File: src/hdl/aul_pkg.sv
// Package for the audio upsampler with one-pole low-pass.
// Holds beat structs, register indexes, sequencer states and shared constants.
// No dependencies.
`default_nettype none

package aul_pkg;

	localparam int COUNT_BITS_DEF = 24;
	localparam int ALPHA_BITS_DEF = 16;
	localparam int FRAC_BITS      = 8;
	localparam int SAMPLE_W       = 16;
	localparam int STEP_W         = 16;
	localparam int MAX_OUT        = 64;
	localparam int RUN_W          = $clog2(MAX_OUT + 1);
	localparam int CFG_IDX_W      = 2;

	localparam logic [STEP_W-1:0] STEP_RESET = 16'h0100;

	localparam logic [CFG_IDX_W-1:0] REG_STEP_RATIO    = 2'd0;
	localparam logic [CFG_IDX_W-1:0] REG_OUTPUT_COUNT  = 2'd1;
	localparam logic [CFG_IDX_W-1:0] REG_FILTER_ALPHA  = 2'd2;
	localparam logic [CFG_IDX_W-1:0] REG_FILTER_ENABLE = 2'd3;

	typedef struct packed {
		logic [7:0] byte_sample;
		logic       sound_start;
	} in_item_t;

	typedef struct packed {
		logic signed [SAMPLE_W-1:0] left_sample;
		logic signed [SAMPLE_W-1:0] right_sample;
		logic                       run_last;
		logic                       sound_done;
	} out_item_t;

	typedef struct packed {
		logic en;
		logic clr;
	} mac_ctl_t;

	typedef enum logic [2:0] {
		ST_IDLE,
		ST_EVAL,
		ST_MUL0,
		ST_MUL1,
		ST_WAIT,
		ST_FIN,
		ST_EMIT
	} seq_state_t;

endpackage

`default_nettype wire

File: src/hdl/aul_mac.sv
// Shared signed multiply-accumulate unit for the low-pass filter.
// Registered product, then accumulate; uses aul_pkg::mac_ctl_t.
`default_nettype none

module aul_mac #(
	parameter int CW = aul_pkg::ALPHA_BITS_DEF + 2,
	parameter int DW = aul_pkg::SAMPLE_W
) (
	input  wire                      clk,
	input  wire                      arst_n,
	input  wire aul_pkg::mac_ctl_t   ctl,
	input  wire logic signed [CW-1:0] coef,
	input  wire logic signed [DW-1:0] operand,
	output logic signed [CW+DW:0]    acc
);

	logic signed [CW+DW-1:0] prod_q;
	logic signed [CW+DW:0]   acc_q;
	logic                    vld_q;
	logic                    clr_q;

	always_ff @(posedge clk or negedge arst_n) begin
		if (!arst_n) begin
			vld_q <= 1'b0;
			clr_q <= 1'b0;
		end else begin
			vld_q <= ctl.en;
			clr_q <= ctl.clr;
		end
	end

	always_ff @(posedge clk) begin
		if (ctl.en) begin
			prod_q <= coef * operand;
		end
		if (vld_q) begin
			// first product of a pair starts a fresh sum
			acc_q <= (clr_q ? '0 : acc_q) + {prod_q[CW+DW-1], prod_q};
		end
	end

	assign acc = acc_q;

endmodule

`default_nettype wire

File: src/hdl/audio_upsample_lowpass.sv
// Top level: nearest-neighbor upsampler with one-pole low-pass filter.
// Depends on aul_pkg and aul_mac.
`default_nettype none

// Each accepted byte sample yields zero to 64 output beats, one for every
// output index whose (COUNT_BITS+8).8 source position falls at or before
// this sample's index, up to output_count per sound. A small sequencer
// drives one shared multiply-accumulate unit twice per filtered output,
// stepping through ST_EVAL, ST_MUL0, ST_MUL1, ST_WAIT, ST_FIN and ST_EMIT;
// an output that is the first of a sound or runs with the filter bypassed
// skips the multiply states, and out_stall holds a result in ST_EMIT.
// in_stall stays high from acceptance until the last beat of that input is
// taken. Configuration writes apply at once and belong to idle periods only.
module audio_upsample_lowpass #(
	parameter int COUNT_BITS = aul_pkg::COUNT_BITS_DEF,
	parameter int ALPHA_BITS = aul_pkg::ALPHA_BITS_DEF,
	localparam int CFG_W = (COUNT_BITS > ALPHA_BITS + 1)
		? ((COUNT_BITS > aul_pkg::STEP_W) ? COUNT_BITS : aul_pkg::STEP_W)
		: ((ALPHA_BITS + 1 > aul_pkg::STEP_W) ? ALPHA_BITS + 1 : aul_pkg::STEP_W)
) (
	input  wire                                   clk,
	input  wire                                   arst_n,
	input  wire                                   cfg_write,
	input  wire logic [aul_pkg::CFG_IDX_W-1:0]    cfg_index,
	input  wire logic [CFG_W-1:0]                 cfg_data,
	input  wire                                   in_valid,
	output logic                                  in_stall,
	input  wire aul_pkg::in_item_t                in_data,
	output logic                                  out_valid,
	input  wire                                   out_stall,
	output aul_pkg::out_item_t                    out_data
);

	localparam int SW    = aul_pkg::SAMPLE_W;
	localparam int POS_W = COUNT_BITS + 16;
	localparam int AW    = ALPHA_BITS + 1;
	localparam int CW    = ALPHA_BITS + 2;
	localparam int MW    = CW + SW + 1;
	localparam logic [AW-1:0] ALPHA_ONE = AW'(1) << ALPHA_BITS;
	localparam logic [MW-1:0] ROUND_BIAS = (MW'(1) << ALPHA_BITS) - MW'(1);

	// configuration
	logic [aul_pkg::STEP_W-1:0] step_q;
	logic [COUNT_BITS-1:0]      count_q;
	logic [AW-1:0]              alpha_q;
	logic                       fen_q;

	always_ff @(posedge clk or negedge arst_n) begin
		if (!arst_n) begin
			step_q  <= aul_pkg::STEP_RESET;
			count_q <= '0;
			alpha_q <= ALPHA_ONE;
			fen_q   <= 1'b1;
		end else if (cfg_write) begin
			case (cfg_index)
				aul_pkg::REG_STEP_RATIO:    step_q  <= cfg_data[aul_pkg::STEP_W-1:0];
				aul_pkg::REG_OUTPUT_COUNT:  count_q <= cfg_data[COUNT_BITS-1:0];
				aul_pkg::REG_FILTER_ALPHA:  alpha_q <= cfg_data[AW-1:0];
				aul_pkg::REG_FILTER_ENABLE: fen_q   <= cfg_data[0];
				default: ;
			endcase
		end
	end

	// sound state
	aul_pkg::seq_state_t state_q, state_d;
	logic [COUNT_BITS-1:0]       out_idx_q;
	logic [POS_W-1:0]            pos_q;
	logic [COUNT_BITS-1:0]       in_idx_q;
	logic signed [SW-1:0]        prev_q;
	logic signed [SW-1:0]        x_q;
	logic [aul_pkg::RUN_W-1:0]   run_q;
	logic                        has_res_q;
	logic                        cont_q;
	logic signed [SW-1:0]        y_q;
	logic                        done_q;

	logic                        accept_in;
	logic                        accept_out;
	logic                        more;
	logic                        bypass;
	logic [AW-1:0]               alpha_eff;
	logic [COUNT_BITS-1:0]       idx_inc;
	logic signed [SW-1:0]        y_new;
	logic signed [MW-1:0]        acc;
	logic [MW-1:0]               biased;
	aul_pkg::mac_ctl_t           mac_ctl;
	logic signed [CW-1:0]        mac_coef;
	logic signed [SW-1:0]        mac_operand;

	assign accept_in  = in_valid && !in_stall;
	assign accept_out = out_valid && !out_stall;
	assign alpha_eff  = (alpha_q > ALPHA_ONE) ? ALPHA_ONE : alpha_q;
	assign idx_inc    = out_idx_q + {{(COUNT_BITS-1){1'b0}}, 1'b1};
	assign bypass     = (out_idx_q == '0) || !fen_q;

	assign more = (run_q < aul_pkg::RUN_W'(aul_pkg::MAX_OUT)) && (out_idx_q < count_q) &&
		(pos_q[POS_W-1:aul_pkg::FRAC_BITS] <=
		 {{(POS_W-aul_pkg::FRAC_BITS-COUNT_BITS){1'b0}}, in_idx_q});

	// truncate toward zero: bias negative sums before the arithmetic shift
	assign biased = acc + (acc[MW-1] ? ROUND_BIAS : '0);
	assign y_new  = bypass ? x_q : biased[ALPHA_BITS +: SW];

	assign mac_coef    = (state_q == aul_pkg::ST_MUL0) ? {1'b0, alpha_eff}
		: {1'b0, ALPHA_ONE - alpha_eff};
	assign mac_operand = (state_q == aul_pkg::ST_MUL0) ? x_q : prev_q;

	aul_mac #(
		.CW(CW),
		.DW(SW)
	) u_mac (
		.clk    (clk),
		.arst_n (arst_n),
		.ctl    (mac_ctl),
		.coef   (mac_coef),
		.operand(mac_operand),
		.acc    (acc)
	);

	always_ff @(posedge clk or negedge arst_n) begin
		if (!arst_n) begin
			state_q <= aul_pkg::ST_IDLE;
		end else begin
			state_q <= state_d;
		end
	end

	always_comb begin
		state_d     = state_q;
		mac_ctl.en  = 1'b0;
		mac_ctl.clr = 1'b0;
		in_stall    = 1'b1;
		out_valid   = 1'b0;
		case (state_q)
			aul_pkg::ST_IDLE: begin
				in_stall = 1'b0;
				if (in_valid) begin
					state_d = aul_pkg::ST_EVAL;
				end
			end
			aul_pkg::ST_EVAL: begin
				if (has_res_q) begin
					state_d = aul_pkg::ST_EMIT;
				end else if (more) begin
					state_d = bypass ? aul_pkg::ST_FIN : aul_pkg::ST_MUL0;
				end else begin
					state_d = aul_pkg::ST_IDLE;
				end
			end
			aul_pkg::ST_MUL0: begin
				mac_ctl.en  = 1'b1;
				mac_ctl.clr = 1'b1;
				state_d     = aul_pkg::ST_MUL1;
			end
			aul_pkg::ST_MUL1: begin
				mac_ctl.en = 1'b1;
				state_d    = aul_pkg::ST_WAIT;
			end
			aul_pkg::ST_WAIT: state_d = aul_pkg::ST_FIN;
			aul_pkg::ST_FIN:  state_d = aul_pkg::ST_EVAL;
			aul_pkg::ST_EMIT: begin
				out_valid = 1'b1;
				if (!out_stall) begin
					if (cont_q) begin
						state_d = bypass ? aul_pkg::ST_FIN : aul_pkg::ST_MUL0;
					end else begin
						state_d = aul_pkg::ST_IDLE;
					end
				end
			end
			default: state_d = aul_pkg::ST_IDLE;
		endcase
	end

	always_ff @(posedge clk or negedge arst_n) begin
		if (!arst_n) begin
			out_idx_q <= '0;
			pos_q     <= '0;
			in_idx_q  <= '0;
			prev_q    <= '0;
			run_q     <= '0;
			has_res_q <= 1'b0;
			cont_q    <= 1'b0;
		end else begin
			case (state_q)
				aul_pkg::ST_IDLE: begin
					if (accept_in) begin
						run_q     <= '0;
						has_res_q <= 1'b0;
						if (in_data.sound_start) begin
							out_idx_q <= '0;
							pos_q     <= '0;
							in_idx_q  <= '0;
							prev_q    <= '0;
						end
					end
				end
				aul_pkg::ST_EVAL: begin
					if (has_res_q) begin
						cont_q <= more;
					end else if (!more) begin
						in_idx_q <= in_idx_q + {{(COUNT_BITS-1){1'b0}}, 1'b1};
					end
				end
				aul_pkg::ST_FIN: begin
					prev_q    <= y_new;
					out_idx_q <= idx_inc;
					pos_q     <= pos_q + {{(POS_W-aul_pkg::STEP_W){1'b0}}, step_q};
					run_q     <= run_q + {{(aul_pkg::RUN_W-1){1'b0}}, 1'b1};
					has_res_q <= 1'b1;
				end
				aul_pkg::ST_EMIT: begin
					// last beat of this input: advance the source index
					if (accept_out && !cont_q) begin
						in_idx_q <= in_idx_q + {{(COUNT_BITS-1){1'b0}}, 1'b1};
					end
				end
				default: ;
			endcase
		end
	end

	// payload registers
	always_ff @(posedge clk) begin
		if (accept_in) begin
			x_q <= {in_data.byte_sample ^ 8'h80, in_data.byte_sample};
		end
		if (state_q == aul_pkg::ST_FIN) begin
			y_q    <= y_new;
			done_q <= (idx_inc == count_q);
		end
	end

	assign out_data.left_sample  = y_q;
	assign out_data.right_sample = y_q;
	assign out_data.run_last     = !cont_q;
	assign out_data.sound_done   = done_q;

	assert property (@(posedge clk) disable iff (!arst_n)
		out_valid |-> in_stall)
		else $error("input taken while a result beat is pending");

	assert property (@(posedge clk) disable iff (!arst_n)
		(out_valid && out_data.sound_done) |-> out_data.run_last)
		else $error("final beat of a sound not marked as last of its input");

	assert property (@(posedge clk) disable iff (!arst_n)
		run_q <= aul_pkg::RUN_W'(aul_pkg::MAX_OUT))
		else $error("too many results for one input");

	assert property (@(posedge clk) disable iff (!arst_n)
		(accept_out && out_data.run_last) |=> (state_q == aul_pkg::ST_IDLE))
		else $error("sequencer did not return to idle after last beat");

endmodule

`default_nettype wire

File: config.mk
export PLATFORM = sky130hd
export DESIGN_NAME = audio_upsample_lowpass
export DESIGN_NICKNAME = d
export VERILOG_FILES = /design/src/hdl/aul_pkg.sv /design/src/hdl/aul_mac.sv /design/src/hdl/audio_upsample_lowpass.sv
export SDC_FILE = /design/constraint.sdc
export NUM_CORES = 1
export LEC_CHECK = 0
export ABC_AREA = 0
export BUFFER_PORTS_ARGS = -buffer_cell sky130_fd_sc_hd__buf_2
export CELL_PAD_IN_SITES_DETAIL_PLACEMENT = 1
export CELL_PAD_IN_SITES_GLOBAL_PLACEMENT = 1
export CORE_MARGIN = 4
export CORE_UTILIZATION = 45
export DETAILED_ROUTE_END_ITERATION = 10
export MAX_ROUTING_LAYER = met4
export PLACE_DENSITY = 0.84
export SLEW_MARGIN = 0
export SYNTH_ARGS = -nofsm -noshare
export SYNTH_HDL_FRONTEND = slang
export SYNTH_SLANG_ARGS = --single-unit
File: constraint.sdc
create_clock -name clk -period 11.8 [get_ports clk]
set_input_delay 1.77 -clock clk [delete_from_list [all_inputs] [get_ports clk]]
set_output_delay 1.77 -clock clk [all_outputs]
set_load 0.1 [all_outputs]
==> After elaboration in Yosys (flattened, before gate mapping) <==
Cells that the tools add are included.
Widths: inputs -> output; s select.
{ "word_totals": {"regBits": 278, "in_bits": 40} }
{ "classes": {"add_sub_neg": 7, "mul": 1, "n_lt_le_gt_ge": 4, "eq_ne": 17, "n_mux": 34, "n_bitwise": 1, "reduce_logical": 24} }
{ "op_table": {"columns": ["op", "count"], "rows": [
  ["$mux 24", 5],
  ["$mux 16", 5],
  ["$mux 40", 2],
  ["$pmux 40 s2", 1],
  ["$pmux 24 s3", 1],
  ["$add 24x1->24 const B", 2],
  ["$pmux 24 s2", 1],
  ["$add 40x16->40", 1],
  ["$add 35x35->35", 1],
  ["$mux 35", 1],
  ["$mul 18x16->34", 1],
  ["$mux 17", 2],
  ["$add 32x16->32", 1],
  ["$le 32x24->1", 1],
  ["$pmux 16 s2", 1],
  ["$eq 24x24->1", 1],
  ["$logic_not 24->1", 1],
  ["$lt 24x24->1", 1],
  ["$pmux 3 s7", 1],
  ["$mux 3", 6],
  ["$gt 17x17->1 const B", 1],
  ["$sub 17x17->17 const A", 1],
  ["$ne 2x2->1 const B", 7],
  ["$pmux 7 s2", 1],
  ["other kinds (22)", 42]
]} }

==> Depth between registers and ports, before layout <==
Gate-level depths: netlist (run 1).
{ "logic_depth": {"ltp_word": 6, "mapped_depth": 32, "ltp_nobuf": 31} }

==> By module <==
Synthesis (run 1) repeated with hierarchy kept, for this count alone.
{ "hier_totals": {"hier_cells": 2922, "hier_area_um2": 27584.0} }
{ "by_module_without_submodules": {"columns": ["mod", "instances", "cells_per_inst", "area_each_um2", "seq_area_each_um2"], "rows": [
  ["aul_mac", 1, 1552, 14901.8, 2122.0],
  ["audio_upsample_lowpass", 1, 1370, 12682.2, 5138.7]
]} }

==> Least setup slack after synthesis (run 1) <==
OpenSTA, ideal clock, no wires.
{ "synth_timing": {"path_kind": "flip-flop to flip-flop", "start": "reg alpha_q[2]", "end": "reg u_mac.prod_q[31], data pin", "setup_time_ns": 0.258, "arrival_ns": 8.698, "required_ns": 11.542, "slack_ns": 2.844, "stages_incl_launch_ff": 32, "n_path_buf": 1, "path_cell_list": "dfrtp_1 or4_1 nor4_1 nand3b_1 o31ai_4 nand2_1 clkbuf_1 ha_1 o21a_1 o21a_1 nor2_1 xor2_1 nor2_1 fa_1 inv_1 fa_1 fa_1 inv_1 fa_1 fa_1 inv_1 fa_1 inv_1 ha_1 a211oi_1 nor2_1 or3_1 o32ai_1 o311ai_1 a31o_2 a31oi_1 xnor2_1"} }
{ "synth_via": {"elab_chain_cells": 5} }
{ "synth_lines": {"columns": ["element", "line", "text"], "rows": [
  ["from (decl)", "audio_upsample_lowpass.sv:45", "logic [AW-1:0] alpha_q;"],
  ["from (signal assigned)", "audio_upsample_lowpass.sv:58", "aul_pkg::REG_FILTER_ALPHA: alpha_q <= cfg_data[AW-1:0];"],
  ["$gt 17x17->1", "audio_upsample_lowpass.sv:93", "assign alpha_eff = (alpha_q > ALPHA_ONE) ? ALPHA_ONE : alpha_q;"],
  ["$mux 17 (*)", "audio_upsample_lowpass.sv:93", null],
  ["$sub 17x17->17", "audio_upsample_lowpass.sv:106", ": {1'b0, ALPHA_ONE - alpha_eff};"],
  ["$mux 17 (*)", "audio_upsample_lowpass.sv:105", "assign mac_coef = (state_q == aul_pkg::ST_MUL0) ? {1'b0, alpha_eff}"],
  ["$mul 18x16->34 (*)", "aul_mac.sv:34", "prod_q <= coef * operand;"],
  ["to (signal assigned)", "aul_mac.sv:34", null],
  ["to (decl)", "aul_mac.sv:17", "logic signed [CW+DW-1:0] prod_q;"]
]} }
Mark *: on every way between the ends. The rest lies on a longest branch, timed or not.
A chain may end at the register's enable or synchronous reset.

==> Final worst setup path (run 1) <==
Same ends and word-level chain as after synthesis.

==> results of run 1 <==
layout by cell type, fill, tap and decap left out, drive strengths merged, types with 15 or more instances in the layout:
cell / synthesis / final
nand2: 337 / 337
a21oi: 143 / 143
o21bai: 15 / 15
o211ai: 23 / 23
dfrtp: 173 / 173
nor3: 37 / 37
nor2: 223 / 223
and3: 33 / 33
ha: 242 / 242
xnor2: 83 / 83
o31ai: 25 / 25
or4: 30 / 30
buf: 30 / 102
mux2: 60 / 60
a21o: 38 / 38
nand4: 48 / 48
o21ai: 119 / 119
nand3: 47 / 47
clkbuf: 81 / 45
inv: 346 / 347
nor2b: 42 / 42
nand2b: 21 / 21
nor4: 15 / 15
edfxtp: 95 / 95
xor2: 57 / 57
fa: 210 / 210
o21a: 24 / 24
a211oi: 21 / 21
kinds of logic after synthesis:
kind of cell    share of synthesized area (%)
buf+inv                                  6.97
compound gates                           13.0
simple gates                             16.4
xor+xnor                                 4.79
flops                                    28.0
mux                                      2.97
fa+ha+maj                                27.9
sequential cells by signal (all words and copies together) (netlist names), 9 cells and up:
register and cells:
out_idx_q 24, in_idx_q 24, pos_q 40, prev_q 16, step_q 16, alpha_q 17, x_q 9, u_mac.acc 35
count_q 24, y_q 16, u_mac.prod_q 34
metal layers:
layer | vias to the layer above | global-route usage, % | part of all wire (%)
met5 | - | - | 0
met4 | 0 | 7.35 | 2.8
met3 | 136 | 4.37 | 6.9
met2 | 703 | 43.4 | 47
met1 | 10800 | 36.1 | 43
li1 | 9631 | - | -
worst max-delay path: cells and delay by family, from the launching register on:
kind / cells / cell delay [ns]
compound gates: 8 / 2.44
xor+xnor: 2 / 0.83
fa+ha+maj: 8 / 3.87
buf+inv: 4 / 0.22
flops: 1 / 0.45
simple gates: 8 / 2.56
how the worst max path moves through the flow:
stage / slack (ns) / startpoint / to
5_1_grt: 0.69 / alpha_q[2]$_DFFE_PN0P_ / u_mac.prod_q[31]$_DFFE_PP_
3_3_place_gp: 1.74 / alpha_q[2]$_DFFE_PN0P_ / u_mac.prod_q[31]$_DFFE_PP_
4_1_cts: 1.23 / alpha_q[2]$_DFFE_PN0P_ / u_mac.prod_q[31]$_DFFE_PP_
2_1_floorplan: 2.84 / alpha_q[2]$_DFFE_PN0P_ / u_mac.prod_q[31]$_DFFE_PP_
6_report: 1.13 / alpha_q[2]$_DFFE_PN0P_ / u_mac.prod_q[31]$_DFFE_PP_
3_5_place_dp: 1.30 / alpha_q[2]$_DFFE_PN0P_ / u_mac.prod_q[31]$_DFFE_PP_
cell type report:
type                    count  area share [%]
flip-flops and latches    271            25.9
clock inverters            16           0.397
repair buffers            102            2.08
inverters                 347            4.64
multi-input cells        2077            60.2
clock buffers              45            3.44
well taps                 756            3.37
stage by stage:
step | worst slack, ns | std cells
finish | 1.13 | 3614
global route | 0.695 | 3614
CTS | 1.23 | 3614
detailed placement | 1.30 | 3553
global placement | 1.74 | 3553
floorplan | 2.84 | 2806
==> flow_summary.ini, run 1 <==
[route]
vias = 21300
drt_iter0_drc = 1451
viasPerCell = 5.89
drtPass1Iterations = 5
routed_wl_um = 80400
wl_per_cell_um = 22.3
ant_nets = 0
drc = 0

[timing]
holdWs_ns = 0.492
post-route-period-util_pct = 90.4
period_minus_slack_ns = 10.67
relSlewSlack_pct = 12.7
rsz0062_at_grt = no
slew_violations = 0
hold_viol_final = 0
setup_viol = 0
fmax_mhz = 93.7
fin_skew_ns = 0.0205
fin_setup_tns_ns = 0
tightest_slew_ns = 1.30

[min_path]
worstHoldStart = pos_q[6]$_DFFE_PN0P_
hold_path.class = flip-flop to flip-flop
worstHoldEndpoint = pos_q[6]$_DFFE_PN0P_
worstHoldPathCells = 2

[cts]
clk_pin_slew_ns = 0.07
cts_htree_levels = 2
cts_buffer_depth = 3
cts_num_sinks = 271
cts.hold.buffers_added = 0
cts_buffers = 34
clock-root-buffer = clkbuf_16
cts_setup_buffers = 0
cts_resized = 0
insertion_delay_ns = 0.56
cts_tree = done

[global_routing]
overflow = 0
antenna_found_initial = 1
grt_pass1_wl_um = 127000
grt_start_max_net_pins = 74
grt_usage_pct = 27.1
grt_pass1_vias = 22900

[logic_synthesis]
yosysMostFrequentCell = inv_1
yosys_warnings = 0
synth-seq-cells = 271
yosys.area.top_type = dfrtp_1
yosys-top-cells-count = 346 x inv_1, 337 x nand2_1, 242 x ha_1
synth_top_area_share_pct = 16.7
synth_area_leaders = dfrtp_1 17%, fa_1 16%, ha_1 12%
synthArstFlopShare_pct = 64.9
syn_area_um2 = 25900
synthesis.instances = 2806
ys.flop_type = dfrtp_1
synth_nets = 3298
synth_area_per_cell_um2 = 9.24
yosysUniqueCellTypes = 87
synth_edf_count = 95
ys_seq_area_share_pct = 28.0

[floorplanning]
row_count = 87
die_area_um2 = 61500
die_h_um = 248
io-pin-count = 76
initial_core_util_pct = 45.7
core_area_um2 = 56700
die_x_um = 248

[run]
max_cap_violations = 0

[worst_setup_path]
r2r_end = u_mac.prod_q[31]$_DFFE_PP_
reg2reg_slack_ns = 1.13
arrival_ns = 10.96
worstSetupStartpointType = flip-flop
cp-end-kind = flip-flop
crit_fanout = 13
r2r_cells = 30
r2r-start = alpha_q[2]$_DFFE_PN0P_
crit_slowest_cell = xor2_1
crit_type = flip-flop to flip-flop
crit_required_ns = 12.09
cp_common_cell = fa_1
cpPeakStageDelay_ns = 0.74

[final_layout]
fin_util_pct = 49.4
diodes = 0
seqCellArea_um2 = 7260
multi_input_area_um2 = 16900
nets = 3325
design_area_um2 = 28000
area_delta_synth_final_pct = 8.16
nFillCells = 6516
drive_above_1_share_pct = 8.68

[run_status]
status = finished, final reports clean

[placed_design]
place_congestion = 0.941
dpl_cell_area_um2 = 27000
dp_hpwl_um = 62000
port-buffer-count = 75
Power of run 1 is not shown: default switching activity piles up to over one toggle a cycle in this logic, so the estimate is an artifact.
==> run 2: changes to the inputs <==
--- a/config.mk
+++ b/config.mk
@@ -14,6 +14,7 @@
 export DETAILED_ROUTE_END_ITERATION = 10
 export MAX_ROUTING_LAYER = met4
 export PLACE_DENSITY = 0.84
+export RECOVER_POWER = 25
 export SLEW_MARGIN = 0
 export SYNTH_ARGS = -nofsm -noshare
 export SYNTH_HDL_FRONTEND = slang
==> flow_summary.ini, run 2 (same netlist as run 1, synthesis figures left out) <==
[route]
drt_iter0_drc = 1415
ant_nets = 0
wl_per_cell_um = 22.2
vias = 21300
drc = 0
routed_wl_um = 80400
drtPass1Iterations = 5
viasPerCell = 5.90

[cts]
cts_buffer_depth = 3
insertion_delay_ns = 0.56
cts_htree_levels = 2
cts.hold.buffers_added = 0
clk_pin_slew_ns = 0.07
cts_resized = 0
cts_tree = done
clock-root-buffer = clkbuf_16
cts_buffers = 34
cts_setup_buffers = 0
cts_num_sinks = 271

[timing]
fmax_mhz = 94.2
setup_viol = 0
post-route-period-util_pct = 90.0
fin_skew_ns = 0.0231
period_minus_slack_ns = 10.62
fin_setup_tns_ns = 0
relSlewSlack_pct = -184
hold_viol_final = 0
slew_violations = 217
tightest_slew_ns = 4.26
rsz0062_at_grt = no

[worst_setup_path]
crit_type = flip-flop to flip-flop
crit_required_ns = 12.09
cpPeakStageDelay_ns = 0.71
worstSetupStartpointType = flip-flop
cp-end-kind = flip-flop
cp_common_cell = fa_1
arrival_ns = 10.91
crit_slowest_cell = xor2_1
crit_fanout = 13
crit_buf_inv = 4
cp_top_family = adder cells

[global_routing]
grt_pass1_wl_um = 127000
grt_pass1_vias = 22900
overflow = 0
grt_usage_pct = 27.1
grt_start_max_net_pins = 74
antenna_found_initial = 1

[final_layout]
drive_above_1_share_pct = 8.33
regMostFlops = pos_q
area_delta_synth_final_pct = 8.02
final_cell_mix = 345 x inv_1, 337 x nand2_1, 242 x ha_1
nets = 3325
diodes = 0
largest_reg_flops = 40
final_common_cell = inv_1
nFillCells = 6520
fin_cells = 3614

[floorplanning]
initial_core_util_pct = 45.7
row_count = 87
die_h_um = 248
die_area_um2 = 61500
io-pin-count = 76
core_area_um2 = 56700
die_x_um = 248

[run_status]
violations = capacitance limit, slew limit
status = complete, but fails checks

[placed_design]
port-buffer-count = 75
dp_hpwl_um = 62000
place_inst = 3553
place_congestion = 0.941

[min_path]
hold_path.class = flip-flop to flip-flop

[run]
max_cap_violations = 5
-- run 2: cell type report --
class	instances	area [um^2]	share of cell area [%]
inverters	347	1300	4.65
flip-flops and latches	271	7260	25.9
repair buffers	102	554	1.98
clock inverters	16	111	0.398
well taps	756	946	3.38
clock buffers	45	963	3.44
multi-input cells	2077	16900	60.2
-- run 2: metrics by stage --
step | area, um^2 | util [%] | setup WS, ns | hold WS [ns]
final | 28000 | 49.4 | 1.18 | 0.488
after global routing | 28000 | 49.4 | 0.695 | 0.502
after CTS | 28000 | 49.4 | 1.23 | 0.495
after detailed placement | 27000 | 47.6 | 1.30 | 0.487
after global placement | 27000 | 47.6 | 1.74 | 0.464
after floorplan | 25900 | - | 2.84 | 0.443
-- run 2: metal layers --
layer / vias up / track usage, % / part of all wire [%]
li1: 9618 / - / -
met1: 10900 / 36.1 / 44
met2: 679 / 43.4 / 47
met3: 135 / 4.37 / 6.8
met4: 0 / 7.35 / 2.8
met5: - / - / 0
-- run 2: worst register-to-register path: cells and delay by family, from the launching register on --
family                   cells  cell delay, ns
flip-flops                   1            0.45
AO/OA/AOI/OAI                8            2.44
AND/OR/NAND/NOR              8            2.55
XOR/XNOR                     2            0.81
adder cells (fa/ha/maj)      8            3.89
buffers and inverters        4            0.22
-- run 2: final timing paths --
kind                                   startpoint                         end  cells past startpoint  slack [ns]
min                          pos_q[6]$_DFFE_PN0P_        pos_q[6]$_DFFE_PN0P_                      2        0.49
max                        alpha_q[2]$_DFFE_PN0P_  u_mac.prod_q[31]$_DFFE_PP_                     30        1.18
min reg2reg                  pos_q[6]$_DFFE_PN0P_        pos_q[6]$_DFFE_PN0P_                      2        0.49
max in group asynchronous                  arst_n     in_idx_q[8]$_DFFE_PN0P_                      2        6.61
min in group asynchronous                  arst_n      state_q[2]$_DFFE_PN0P_                      1        2.71
max reg2reg                alpha_q[2]$_DFFE_PN0P_  u_mac.prod_q[31]$_DFFE_PP_                     30        1.18
Power of run 2 is left out for the same reason.
==> run 3: changes to the inputs <==
--- a/config.mk
+++ b/config.mk
@@ -9,12 +9,13 @@
 export BUFFER_PORTS_ARGS = -buffer_cell sky130_fd_sc_hd__buf_2
 export CELL_PAD_IN_SITES_DETAIL_PLACEMENT = 1
 export CELL_PAD_IN_SITES_GLOBAL_PLACEMENT = 1
+export CORE_ASPECT_RATIO = 0.75
 export CORE_MARGIN = 4
 export CORE_UTILIZATION = 45
 export DETAILED_ROUTE_END_ITERATION = 10
 export MAX_ROUTING_LAYER = met4
 export PLACE_DENSITY = 0.84
-export RECOVER_POWER = 25
+export RECOVER_POWER = 100
 export SLEW_MARGIN = 0
 export SYNTH_ARGS = -nofsm -noshare
 export SYNTH_HDL_FRONTEND = slang
==> flow_summary.ini, run 3 (same netlist as run 1, synthesis figures left out) <==
[global_routing]
overflow = 0
grt_usage_pct = 27.3
grt_pass1_vias = 22600
grt_pass1_wl_um = 131000
antenna_found_initial = 5
grt_start_max_net_pins = 66

[cts]
cts_buffer_depth = 3
cts_tree = done
cts.hold.buffers_added = 0
insertion_delay_ns = 0.61
clk_pin_slew_ns = 0.06
clock-root-buffer = clkbuf_16
cts_resized = 0
cts_num_sinks = 271
cts_setup_buffers = 0
cts_htree_levels = 1
cts_buffers = 31

[route]
vias = 21400
drtPass1Iterations = 7
drc = 0
drt_iter0_drc = 1891
wl_per_cell_um = 22.8
ant_nets = 0
routed_wl_um = 82700
viasPerCell = 5.90

[final_layout]
final_common_cell = inv_1
largest_reg_flops = 40
regMostFlops = pos_q
nFillCells = 6593
final_cell_mix = 346 x inv_1, 337 x nand2_1, 242 x ha_1
area_delta_synth_final_pct = 7.59
nets = 3327
design_area_um2 = 27900
drive_above_1_share_pct = 6.54

[worst_setup_path]
crit_slowest_cell = xor2_1
crit_type = flip-flop to flip-flop
crit_required_ns = 12.15
worstSetupStartpointType = flip-flop
cpPeakStageDelay_ns = 0.69
r2r_cells = 30
cp-end-kind = flip-flop
arrival_ns = 11.07
cp_common_cell = fa_1
crit_fanout = 13

[run_status]
violations = capacitance limit, slew limit
status = complete, but fails checks

[timing]
timing.final.ws_setup_ns = 1.08
hold_viol_final = 0
post-route-period-util_pct = 90.8
fmax_mhz = 93.3
relSlewSlack_pct = -140
period_minus_slack_ns = 10.72
fin_skew_ns = 0.0231
fin_setup_tns_ns = 0
rsz0062_at_grt = no
slew_violations = 500
setup_viol = 0
tightest_slew_ns = 3.60

[floorplanning]
initial_core_util_pct = 45.9
die_h_um = 216
core_area_um2 = 56500
row_count = 75
die_area_um2 = 61600
io-pin-count = 76
die_x_um = 285

[run]
max_cap_violations = 11

[min_path]
hold_path.class = flip-flop to flip-flop
worstHoldPathCells = 1

[placed_design]
dp_worst_setup_slack_ns = 1.27
place_congestion = 1.00
dpl_cell_area_um2 = 27000
dp_hpwl_um = 65500
port-buffer-count = 75
[run 3: cell count changes in the layout (fill, tap and decap cells not counted), moves of 3 or more]
| cell | before | now |
|---|---|---|
| buf_2 | 71 | 35 |
| clkbuf_1 | 14 | 59 |
| clkbuf_16 | 35 | 31 |
| diode_2 | 0 | 5 |
| nor2_1 | 220 | 223 |
| o311ai_0 | 4 | 8 |
| o311ai_1 | 3 | 0 |
[run 3: cell type report]
cell class | instances | area [um^2] | share of cell area, %
repair buffers | 107 | 524 | 1.88
clock buffers | 42 | 847 | 3.04
flip-flops and latches | 271 | 7260 | 26.0
diodes | 5 | 12.5 | 0.0449
well taps | 770 | 963 | 3.45
clock inverters | 15 | 159 | 0.570
inverters | 347 | 1300 | 4.67
multi-input cells | 2077 | 16800 | 60.3
[run 3: worst paths after layout]
path | startpoint | end | slack (ns)
hold / removal | run_q[4]$_DFFE_PN0P_ | run_q[4]$_DFFE_PN0P_ | 0.49
max in group asynchronous | arst_n | alpha_q[10]$_DFFE_PN0P_ | 2.95
setup / recovery | alpha_q[2]$_DFFE_PN0P_ | u_mac.prod_q[31]$_DFFE_PP_ | 1.08
min in group asynchronous | arst_n | in_idx_q[8]$_DFFE_PN0P_ | 2.39
hold reg to reg | run_q[4]$_DFFE_PN0P_ | run_q[4]$_DFFE_PN0P_ | 0.49
setup reg to reg | alpha_q[2]$_DFFE_PN0P_ | u_mac.prod_q[31]$_DFFE_PP_ | 1.08
[run 3: through the flow]
step                hold WS (ns)  std cells  util, %
floorplan                  0.443       2806        -
global placement           0.468       3572     47.8
detailed placement         0.483       3572     47.8
CTS                        0.495       3629     49.6
global route               0.517       3634     49.4
finish                     0.491       3634     49.4
[run 3: per-layer routing]
| layer | track usage (%) | vias to the layer above | routed length [um] |
|---|---|---|---|
| met2 | 40.4 | 747 | 35700 |
| met4 | 4.16 | 0 | 1360 |
| met3 | 7.11 | 91 | 7750 |
| met5 | - | - | 0 |
| li1 | - | 9633 | - |
| met1 | 38.7 | 11000 | 37900 |
[run 3: worst max-delay path: cells and delay by family (launching register included)]
| kind | cells | cell delay, ns |
|---|---|---|
| buf+inv | 4 | 0.20 |
| compound gates | 8 | 2.64 |
| fa+ha+maj | 8 | 3.84 |
| xor+xnor | 2 | 0.78 |
| simple gates | 8 | 2.55 |
| flops | 1 | 0.44 |
Power of run 3 is left out for the same reason.
